--- config.mk ---
export PLATFORM = sky130hd
export DESIGN_NAME = pcm_frame_to_tone_runs
export DESIGN_NICKNAME = d
export VERILOG_FILES = /design/src/rtl/pft_pkg.sv /design/src/rtl/pcm_frame_to_tone_runs.sv /design/src/rtl/pft_cfg.sv /design/src/rtl/pft_queue.sv /design/src/rtl/pft_core.sv
export SDC_FILE = /design/constraint.sdc
export NUM_CORES = 1
export LEC_CHECK = 0
export ABC_AREA = 1
export BUFFER_PORTS_ARGS = -buffer_cell sky130_fd_sc_hd__buf_2
export CAP_MARGIN = 20
export CORE_MARGIN = 5
export CORE_UTILIZATION = 35
export CTS_CLUSTER_SIZE = 24
export DETAILED_ROUTE_END_ITERATION = 12
export GPL_TIMING_DRIVEN = 0
export REMOVE_ABC_BUFFERS = 1
export SKIP_CTS_REPAIR_TIMING = 1
export SLEW_MARGIN = 20
export SYNTH_ARGS = -nofsm -noshare
export SYNTH_HDL_FRONTEND = slang
export SYNTH_SLANG_ARGS = --single-unit
--- constraint.sdc ---
create_clock -name clk -period 8.07 [get_ports clk]
set_input_delay 0.807 -clock clk [delete_from_list [all_inputs] [get_ports clk]]
set_output_delay 0.807 -clock clk [all_outputs]
set_load 0.05 [all_outputs]
--- src/rtl/pft_pkg.sv ---
// ----------------------------------------------------------------------------
// pft_pkg
// Types, constants and sample helpers for the PCM frame to tone run block.
// ----------------------------------------------------------------------------
package pft_pkg;

	// Register map (word index = paddr[4:2])
	localparam int unsigned ADDR_W = 5;
	localparam logic [2:0] REG_SIXTEEN_BIT    = 3'd0;
	localparam logic [2:0] REG_STEREO         = 3'd1;
	localparam logic [2:0] REG_FRAME_STRIDE   = 3'd2;
	localparam logic [2:0] REG_STEP_COUNT     = 3'd3;
	localparam logic [2:0] REG_TICKS_PER_STEP = 3'd4;

	// Field widths
	localparam int unsigned STRIDE_W = 20;
	localparam int unsigned STEPS_W  = 13;
	localparam int unsigned TPS_W    = 7;
	localparam int unsigned FREQ_W   = 11;
	localparam int unsigned TICKS_W  = 10;
	localparam int unsigned DEV_W    = 8;

	// Register limits and reset values
	localparam logic [STEPS_W-1:0] STEPS_MAX   = 13'd4096;
	localparam logic [STEPS_W-1:0] STEPS_RESET = 13'd256;
	localparam logic [TPS_W-1:0]   TPS_MAX     = 7'd64;

	// Tone mapping
	localparam logic [DEV_W-1:0]  DEV_SILENT = 8'd4;
	localparam logic [FREQ_W-1:0] FREQ_BASE  = 11'd180;

	// Longest run in ticks
	localparam int unsigned MAX_RUN_TICKS_DEF = 512;

	// Result queue
	localparam int unsigned QUEUE_DEPTH = 4;

	typedef struct packed {
		logic                sixteen_bit;
		logic                stereo;
		logic [STRIDE_W-1:0] stride;
		logic [STEPS_W-1:0]  steps;
		logic [TPS_W-1:0]    tps;
	} cfg_t;

	typedef struct packed {
		logic [FREQ_W-1:0]  freq;
		logic [TICKS_W-1:0] ticks;
		logic               last;
	} tone_t;

	// Up to two words written into the result queue in one cycle
	typedef struct packed {
		logic [1:0] count;
		tone_t      first;
		tone_t      second;
	} push_t;

	typedef struct packed {
		logic room;
	} queue_stat_t;

	// Deviation of one sample from silence
	function automatic logic [DEV_W-1:0] dev_of(input logic [15:0] raw,
			input logic sixteen);
		logic [15:0] mag;
		logic [7:0]  b;
		mag = raw[15] ? (16'd0 - raw) : raw;
		b   = raw[7:0];
		if (sixteen) begin
			dev_of = mag[15:8];
		end else if (b[7]) begin
			dev_of = {1'b0, b[6:0]};
		end else begin
			dev_of = 8'd128 - b;
		end
	endfunction

	// Frequency for a deviation: silence below threshold, else base + 12 * dev
	function automatic logic [FREQ_W-1:0] freq_of(input logic [DEV_W-1:0] dev);
		logic [FREQ_W-1:0] d;
		d = {{(FREQ_W-DEV_W){1'b0}}, dev};
		if (dev < DEV_SILENT) begin
			freq_of = '0;
		end else begin
			freq_of = FREQ_BASE + (d << 3) + (d << 2);
		end
	endfunction

endpackage

--- src/rtl/pcm_frame_to_tone_runs.sv ---
// ----------------------------------------------------------------------------
// pcm_frame_to_tone_runs
// Turns a stream of PCM frames into (frequency, ticks) tone runs.
// ----------------------------------------------------------------------------
// Usage
//   Frame channel: frame_valid / frame_stall carry left_raw and right_raw,
//   one frame per word. Tone channel: tone_valid / tone_stall carry
//   tone_freq, tone_ticks and last_tone. The APB port holds the sample
//   format, stride, step count and ticks per step; write it only while idle.
//   Throughput: one frame per cycle while the queue has room. A frame is
//   held in the frame register, is processed in one pass and its words
//   land in a four-entry result queue, whose head is the tone word on the
//   port. The final frame of a clip can give two words; the queue absorbs
//   them and the tone port drains one word per cycle unless stalled.
//   If the receiver stalls, the queue fills; once it cannot take two more
//   words the frame register holds and frame_stall rises.
//   Reset clears the stride phase, step count and open run, empties the
//   queue and returns the registers to their defaults. Once the step count
//   is reached frames are taken and dropped until the next reset.
// ----------------------------------------------------------------------------
module pcm_frame_to_tone_runs #(
	parameter int unsigned MAX_RUN_TICKS = pft_pkg::MAX_RUN_TICKS_DEF
) (
	input  logic                          clk,
	input  logic                          arst_n,
	input  logic                          psel,
	input  logic                          penable,
	input  logic                          pwrite,
	input  logic [pft_pkg::ADDR_W-1:0]    paddr,
	input  logic [31:0]                   pwdata,
	output logic [31:0]                   prdata,
	output logic                          pready,
	input  logic                          frame_valid,
	output logic                          frame_stall,
	input  logic [15:0]                   left_raw,
	input  logic [15:0]                   right_raw,
	output logic                          tone_valid,
	input  logic                          tone_stall,
	output logic [pft_pkg::FREQ_W-1:0]    tone_freq,
	output logic [pft_pkg::TICKS_W-1:0]   tone_ticks,
	output logic                          last_tone
);

	pft_pkg::cfg_t         cfg;
	pft_pkg::push_t        push;
	pft_pkg::queue_stat_t  stat;
	pft_pkg::tone_t        head;

	pft_cfg u_cfg (
		.clk     (clk),
		.arst_n  (arst_n),
		.psel    (psel),
		.penable (penable),
		.pwrite  (pwrite),
		.paddr   (paddr),
		.pwdata  (pwdata),
		.prdata  (prdata),
		.pready  (pready),
		.cfg     (cfg)
	);

	pft_core #(
		.MAX_RUN_TICKS (MAX_RUN_TICKS)
	) u_core (
		.clk         (clk),
		.arst_n      (arst_n),
		.cfg         (cfg),
		.frame_valid (frame_valid),
		.frame_stall (frame_stall),
		.left_raw    (left_raw),
		.right_raw   (right_raw),
		.stat        (stat),
		.push        (push)
	);

	pft_queue u_queue (
		.clk        (clk),
		.arst_n     (arst_n),
		.push       (push),
		.stat       (stat),
		.tone_valid (tone_valid),
		.tone_stall (tone_stall),
		.head       (head)
	);

	assign tone_freq  = head.freq;
	assign tone_ticks = head.ticks;
	assign last_tone  = head.last;

endmodule

--- src/rtl/pft_cfg.sv ---
// ----------------------------------------------------------------------------
// pft_cfg
// APB register file; presents clamped working values to the datapath.
// ----------------------------------------------------------------------------
module pft_cfg (
	input  logic                        clk,
	input  logic                        arst_n,
	input  logic                        psel,
	input  logic                        penable,
	input  logic                        pwrite,
	input  logic [pft_pkg::ADDR_W-1:0]  paddr,
	input  logic [31:0]                 pwdata,
	output logic [31:0]                 prdata,
	output logic                        pready,
	output pft_pkg::cfg_t               cfg
);

	logic                          sixteen_q;
	logic                          stereo_q;
	logic [pft_pkg::STRIDE_W-1:0]  stride_q;
	logic [pft_pkg::STEPS_W-1:0]   steps_q;
	logic [pft_pkg::TPS_W-1:0]     tps_q;
	logic [2:0]                    idx;
	logic                          wr;

	assign pready = 1'b1;
	assign idx    = paddr[4:2];
	assign wr     = psel && penable && pwrite;

	// Register writes
	always_ff @(posedge clk or negedge arst_n) begin
		if (!arst_n) begin
			sixteen_q <= 1'b0;
			stereo_q  <= 1'b0;
			stride_q  <= 20'd1;
			steps_q   <= pft_pkg::STEPS_RESET;
			tps_q     <= 7'd1;
		end else if (wr) begin
			unique case (idx)
				pft_pkg::REG_SIXTEEN_BIT:    sixteen_q <= pwdata[0];
				pft_pkg::REG_STEREO:         stereo_q  <= pwdata[0];
				pft_pkg::REG_FRAME_STRIDE:   stride_q  <= pwdata[pft_pkg::STRIDE_W-1:0];
				pft_pkg::REG_STEP_COUNT:     steps_q   <= pwdata[pft_pkg::STEPS_W-1:0];
				pft_pkg::REG_TICKS_PER_STEP: tps_q     <= pwdata[pft_pkg::TPS_W-1:0];
				default: ;
			endcase
		end
	end

	// Read back
	always_comb begin
		prdata = '0;
		unique case (idx)
			pft_pkg::REG_SIXTEEN_BIT:    prdata[0] = sixteen_q;
			pft_pkg::REG_STEREO:         prdata[0] = stereo_q;
			pft_pkg::REG_FRAME_STRIDE:   prdata[pft_pkg::STRIDE_W-1:0] = stride_q;
			pft_pkg::REG_STEP_COUNT:     prdata[pft_pkg::STEPS_W-1:0] = steps_q;
			pft_pkg::REG_TICKS_PER_STEP: prdata[pft_pkg::TPS_W-1:0] = tps_q;
			default: ;
		endcase
	end

	// Clamp to working ranges: zero acts as one, oversize saturates
	always_comb begin
		cfg.sixteen_bit = sixteen_q;
		cfg.stereo      = stereo_q;
		cfg.stride      = (stride_q == '0) ? 20'd1 : stride_q;
		if (steps_q == '0) begin
			cfg.steps = 13'd1;
		end else if (steps_q > pft_pkg::STEPS_MAX) begin
			cfg.steps = pft_pkg::STEPS_MAX;
		end else begin
			cfg.steps = steps_q;
		end
		if (tps_q == '0) begin
			cfg.tps = 7'd1;
		end else if (tps_q > pft_pkg::TPS_MAX) begin
			cfg.tps = pft_pkg::TPS_MAX;
		end else begin
			cfg.tps = tps_q;
		end
	end

endmodule

--- src/rtl/pft_queue.sv ---
// ----------------------------------------------------------------------------
// pft_queue
// Small result queue: takes up to two words a cycle, gives one a cycle while not stalled.
// ----------------------------------------------------------------------------
module pft_queue (
	input  logic                  clk,
	input  logic                  arst_n,
	input  pft_pkg::push_t        push,
	output pft_pkg::queue_stat_t  stat,
	output logic                  tone_valid,
	input  logic                  tone_stall,
	output pft_pkg::tone_t        head
);

	localparam int unsigned PTR_W = $clog2(pft_pkg::QUEUE_DEPTH);
	localparam int unsigned CNT_W = PTR_W + 1;
	localparam logic [CNT_W-1:0] ROOM_LIMIT = CNT_W'(pft_pkg::QUEUE_DEPTH - 2);

	pft_pkg::tone_t      mem [pft_pkg::QUEUE_DEPTH];
	logic [PTR_W-1:0]    wp_q;
	logic [PTR_W-1:0]    rp_q;
	logic [CNT_W-1:0]    cnt_q;
	logic                pop;
	logic [PTR_W-1:0]    wp_next;

	assign tone_valid = (cnt_q != '0);
	assign pop        = tone_valid && !tone_stall;
	assign head       = mem[rp_q];
	assign stat.room  = (cnt_q <= ROOM_LIMIT);
	assign wp_next    = wp_q + PTR_W'(1);

	// Store incoming words
	always_ff @(posedge clk) begin
		if (push.count != 2'd0) begin
			mem[wp_q] <= push.first;
		end
		if (push.count == 2'd2) begin
			mem[wp_next] <= push.second;
		end
	end

	// Advance pointers and occupancy
	always_ff @(posedge clk or negedge arst_n) begin
		if (!arst_n) begin
			wp_q  <= '0;
			rp_q  <= '0;
			cnt_q <= '0;
		end else begin
			wp_q  <= wp_q + PTR_W'(push.count);
			if (pop) begin
				rp_q <= rp_q + PTR_W'(1);
			end
			cnt_q <= cnt_q + CNT_W'(push.count) - CNT_W'(pop);
		end
	end

endmodule

--- src/rtl/pft_core.sv ---
// ----------------------------------------------------------------------------
// pft_core
// Frame register, stride and step counting, and run merging.
// ----------------------------------------------------------------------------
module pft_core #(
	parameter int unsigned MAX_RUN_TICKS = pft_pkg::MAX_RUN_TICKS_DEF
) (
	input  logic                  clk,
	input  logic                  arst_n,
	input  pft_pkg::cfg_t         cfg,
	input  logic                  frame_valid,
	output logic                  frame_stall,
	input  logic [15:0]           left_raw,
	input  logic [15:0]           right_raw,
	input  pft_pkg::queue_stat_t  stat,
	output pft_pkg::push_t        push
);

	localparam logic [pft_pkg::TICKS_W:0] RUN_LIMIT = (pft_pkg::TICKS_W+1)'(MAX_RUN_TICKS);

	logic                          v_s1;
	logic [15:0]                   left_s1;
	logic [15:0]                   right_s1;
	logic [pft_pkg::STRIDE_W-1:0]  phase_q;
	logic [pft_pkg::STEPS_W-1:0]   kept_q;
	logic [pft_pkg::FREQ_W-1:0]    pend_freq_q;
	logic [pft_pkg::TICKS_W-1:0]   pend_ticks_q;

	logic                          adv;
	logic                          accept;
	logic                          active;
	logic                          keep;
	logic [pft_pkg::STRIDE_W:0]    phase_inc;
	logic [pft_pkg::DEV_W-1:0]     dev_l;
	logic [pft_pkg::DEV_W-1:0]     dev_r;
	logic [pft_pkg::DEV_W:0]       dev_sum;
	logic [pft_pkg::DEV_W-1:0]     dev;
	logic [pft_pkg::FREQ_W-1:0]    freq;
	logic [pft_pkg::TICKS_W:0]     tick_sum;
	logic [pft_pkg::TICKS_W-1:0]   tps_ext;
	logic [pft_pkg::STEPS_W-1:0]   kept_inc;

	logic [pft_pkg::STRIDE_W-1:0]  phase_d;
	logic [pft_pkg::STEPS_W-1:0]   kept_d;
	logic [pft_pkg::FREQ_W-1:0]    pend_freq_d;
	logic [pft_pkg::TICKS_W-1:0]   pend_ticks_d;
	logic                          emit_run;
	logic                          emit_last;
	pft_pkg::tone_t                run_word;
	pft_pkg::tone_t                last_word;

	// Handshake: the frame register frees up whenever its word is processed
	assign adv         = v_s1 && stat.room;
	assign frame_stall = v_s1 && !stat.room;
	assign accept      = frame_valid && !frame_stall;

	// Hold the frame
	always_ff @(posedge clk or negedge arst_n) begin
		if (!arst_n) begin
			v_s1 <= 1'b0;
		end else if (!v_s1 || adv) begin
			v_s1 <= accept;
		end
	end

	always_ff @(posedge clk) begin
		if (accept) begin
			left_s1  <= left_raw;
			right_s1 <= right_raw;
		end
	end

	// Deviation and frequency of the held frame
	always_comb begin
		dev_l   = pft_pkg::dev_of(left_s1, cfg.sixteen_bit);
		dev_r   = pft_pkg::dev_of(right_s1, cfg.sixteen_bit);
		dev_sum = {1'b0, dev_l} + {1'b0, dev_r};
		dev     = cfg.stereo ? dev_sum[pft_pkg::DEV_W:1] : dev_l;
		freq    = pft_pkg::freq_of(dev);
	end

	// Stride, step count and run merging
	always_comb begin
		active    = (kept_q < cfg.steps);
		keep      = (phase_q == '0);
		phase_inc = {1'b0, phase_q} + (pft_pkg::STRIDE_W+1)'(1);
		tps_ext   = pft_pkg::TICKS_W'(cfg.tps);
		tick_sum  = {1'b0, pend_ticks_q} + {1'b0, tps_ext};
		kept_inc  = kept_q + pft_pkg::STEPS_W'(1);

		phase_d      = phase_q;
		kept_d       = kept_q;
		pend_freq_d  = pend_freq_q;
		pend_ticks_d = pend_ticks_q;
		emit_run     = 1'b0;
		emit_last    = 1'b0;

		run_word.freq  = pend_freq_q;
		run_word.ticks = pend_ticks_q;
		run_word.last  = 1'b0;

		if (active) begin
			phase_d = (phase_inc >= {1'b0, cfg.stride}) ? '0
				: phase_inc[pft_pkg::STRIDE_W-1:0];
			if (keep) begin
				if (pend_ticks_q == '0) begin
					pend_freq_d  = freq;
					pend_ticks_d = tps_ext;
				end else if (freq == pend_freq_q && tick_sum <= RUN_LIMIT) begin
					pend_ticks_d = tick_sum[pft_pkg::TICKS_W-1:0];
				end else begin
					emit_run     = 1'b1;
					pend_freq_d  = freq;
					pend_ticks_d = tps_ext;
				end
				kept_d = kept_inc;
				// Final step: flush the open run and close the clip
				if (kept_inc >= cfg.steps) begin
					emit_last    = 1'b1;
					pend_freq_d  = '0;
					pend_ticks_d = '0;
				end
			end
		end

		last_word.freq  = emit_last ? ((emit_run || pend_ticks_q == '0 ||
			freq != pend_freq_q || tick_sum > RUN_LIMIT) ? freq : pend_freq_q) : '0;
		last_word.ticks = (emit_run || pend_ticks_q == '0 || freq != pend_freq_q ||
			tick_sum > RUN_LIMIT) ? tps_ext : tick_sum[pft_pkg::TICKS_W-1:0];
		last_word.last  = 1'b1;

		push.count  = 2'd0;
		push.first  = run_word;
		push.second = last_word;
		if (adv) begin
			if (emit_run && emit_last) begin
				push.count = 2'd2;
			end else if (emit_run) begin
				push.count = 2'd1;
			end else if (emit_last) begin
				push.count = 2'd1;
				push.first = last_word;
			end
		end
	end

	// Advance state on each processed frame
	always_ff @(posedge clk or negedge arst_n) begin
		if (!arst_n) begin
			phase_q      <= '0;
			kept_q       <= '0;
			pend_freq_q  <= '0;
			pend_ticks_q <= '0;
		end else if (adv) begin
			phase_q      <= phase_d;
			kept_q       <= kept_d;
			pend_freq_q  <= pend_freq_d;
			pend_ticks_q <= pend_ticks_d;
		end
	end

endmodule

==> reports/metrics.csv <==
metric,value,unit
slew_headroom,48.4,%
core_region_area,40000,um^2
r2r_start,u_core.right_s1[2],
numPortBuffers,103,
cts_root_buf,clkbuf_16,
synth_area,14200,um^2
p_per_area,333,nW/um^2
clock_skew,12.8,ps
ys.flop_type,edfxtp_1,
dieArea,44800,um^2
via_per_inst,5.03,
diodes,0,
ys_ff_latch,214,
htree_levels,1,
tightest_slew,770,ps
first_pass_iters,5,
num_vias,12500,
antenna_left,0,
r2r_setup_slack,880,ps
die_w,212,um
clkTransAtPathRegs,60,ps
r2r-end,u_queue.mem[2][18],
fillers,4051,
cap_violations,0,
ys_warn_count,0,
floorplan.initialDensity,35.5,%
fin_util,41.4,%
grt_max_degree,71,
post-route-min-period,7190,ps
rsz0062_at_grt,false,
finalSetupViolations,0,
clk_latency,550,ps
cpPeakStageDelay,430,ps
startpoint,u_core.right_s1[2],
drc_errors,0,
leakage,7.85,nW
dp_cells,2425,
finalPower,0.00552,W
finalSetupTns,0,ps
ys_types,62,
endpoint_kind,flop,
ir_drop,172,uV
fin_ws,879,ps
pre_cts_slack,-249,ps
endpoint,u_queue.mem[2][18],
synth_cells,1840,
hold_violations,0,
async_flop_share,47.7,%
grt_use_total,16.6,%
num_rows,73,
cp-start-kind,flop,
fin_nets,2106,
clock_path_buffers,3,
cts_sinks,214,
cp.arrival,7430,ps
drt_wl_total,38500,um
critical_path_class,reg2reg,
worst-path-max-fanout,10,
fin_crit_sh,89.1,%
drt_iter0_drc,869,
numCtsBuffers,26,
antenna_found_initial,0,
gr-total-overflow,0,
place_congestion,0.901,
fmax,139,MHz
final_cells,2485,
drive_gt1_share,12.7,%
io_pins,133,
worst-r2r-cell-count,47,
final_cell_mix,"484 x nand2_1, 222 x inv_1, 147 x nor2_1, 147 x o21ai_0, 108 x edfxtp_1",
cts_tree,yes,
status,"complete, no violations",
slew_violations,0,
syn_to_final_growth,16.5,%
cp_slowest_cell,edfxtp_1,
hp-class,in2async,
worstPathRequired,8310,ps
final_common_cell,nand2_1,
wire_per_inst,15.5,um
ys_seq_area_share,41.3,%
hpwl,29000,um
cpMostUsedCell,nand2_1,
grt_pass1_wl,61500,um
synth_edf_count,108,
grt_pass1_vias,11900,
avgSynthCellArea,7.73,um^2
fp.dieH,212,um
[synth_stat cells (3+ instances only)]
cell      count  share of area [%]
o21ai_0     148                5.2
a21o_1        4               0.21
o21ai_2       4               0.25
o211ai_1      8               0.42
buf_2        11               0.39
nand2_1     489                 13
a21oi_1      56                2.0
clkinv_1      4               0.11
o22ai_1      41                1.8
o21ai_1       6               0.21
o21a_1        3               0.16
or2_2         3               0.13
nor4_1       16               0.70
ha_1         85                7.5
o221ai_1      7               0.43
inv_2         9               0.24
nor3_1       35                1.2
clkbuf_1     39                1.0
buf_4        16               0.84
nand2_2      14               0.62
nand4_1      34                1.5
nand3_1     107                3.8
edfxtp_1    108                 23
a31oi_1       7               0.31
dfstp_2       3               0.55
xnor2_1      12               0.74
dfrtp_1      99                 17
nor2_2        3               0.13
nand3_2       8               0.56
buf_6         3               0.24
nand3b_1      3               0.16
fa_1          4               0.56
xor2_1       37                2.3
inv_1       226                6.0
dfxtp_1       4               0.56
nor2_1      153                4.0
[how the worst min path moves through the flow]
stage / slack, ps / cells after the start / end
after CTS: 140 / 1 / u_core.kept_q[7]
final: 150 / 1 / u_core.kept_q[7]
after floorplan: 440 / 2 / u_queue.mem[1][0]
after global routing: 170 / 1 / u_core.kept_q[7]
after detailed placement: 460 / 2 / u_queue.mem[1][0]
after global placement: 450 / 2 / u_queue.mem[1][0]
[worst max-delay path, delay by kind of cell (launching register included)]
kind / cells / cell delay (ps)
AOI/OAI and AO/OA: 6 / 920
xor gates and xnor gates: 1 / 130
adders and majority gates: 4 / 1250
buffers and inverters: 9 / 880
DFF: 1 / 430
and+or+nand+nor: 27 / 3250
[state kept, by name (all words and copies together) (netlist names)]
signal               count
u_queue.mem             80
u_cfg.stride_q          20
u_core.phase_q          20
u_core.left_s1          16
u_core.right_s1         16
u_cfg.steps_q           13
u_core.kept_q           13
u_core.pend_ticks_q     10
u_core.pend_freq_q       9
u_cfg.tps_q              7
u_queue.cnt_q            3
u_queue.rp_q             2
u_queue.wp_q             2
u_cfg.sixteen_q          1
u_cfg.stereo_q           1
u_core.v_s1              1
[final cells by class]
class	instances	area [um^2]	area share, %
tap	525	657	3.97
clock buffer	27	654	3.95
multi-input combinational	1332	7360	44.4
inverter	240	911	5.50
clock inverter	20	223	1.34
timing repair buffer	127	877	5.30
sequential	214	5880	35.5
[metal layers]
layer	wire length, um	vias up	global-route usage [%]	part of all wire [%]
met5	0	-	0	0
li1	-	6305	-	-
met4	857	0	4.22	2.2
met1	17100	5790	22.5	44
met3	1860	65	1.84	4.8
met2	18700	335	28.5	48
[logic make-up after synthesis]
kind of cell / synth area share, %
flops: 41.3
buf+inv: 8.85
xor+xnor: 3.02
simple gates: 26.9
fa+ha+maj: 8.04
compound gates: 11.8
other cells: 0.0528
[report_power, final]
part / internal [W] / switching (W) / leakage [nW]
logic: 0.000854 / 0.00189 / 5.09
registers: 0.00135 / 0.000214 / 2.34
clock network: 0.000719 / 0.000485 / 0.418
total: 0.00293 / 0.00259 / 7.85
[stage by stage]
| step | hold slack (ps) | area [um^2] |
|---|---|---|
| 2_1_floorplan | 441 | 13900 |
| 3_3_place_gp | 453 | 15100 |
| 3_5_place_dp | 461 | 15300 |
| 4_1_cts | 140 | 16200 |
| 5_1_grt | 173 | 16600 |
| 6_report | 150 | 16600 |
(Power assumes the default switching activity.)
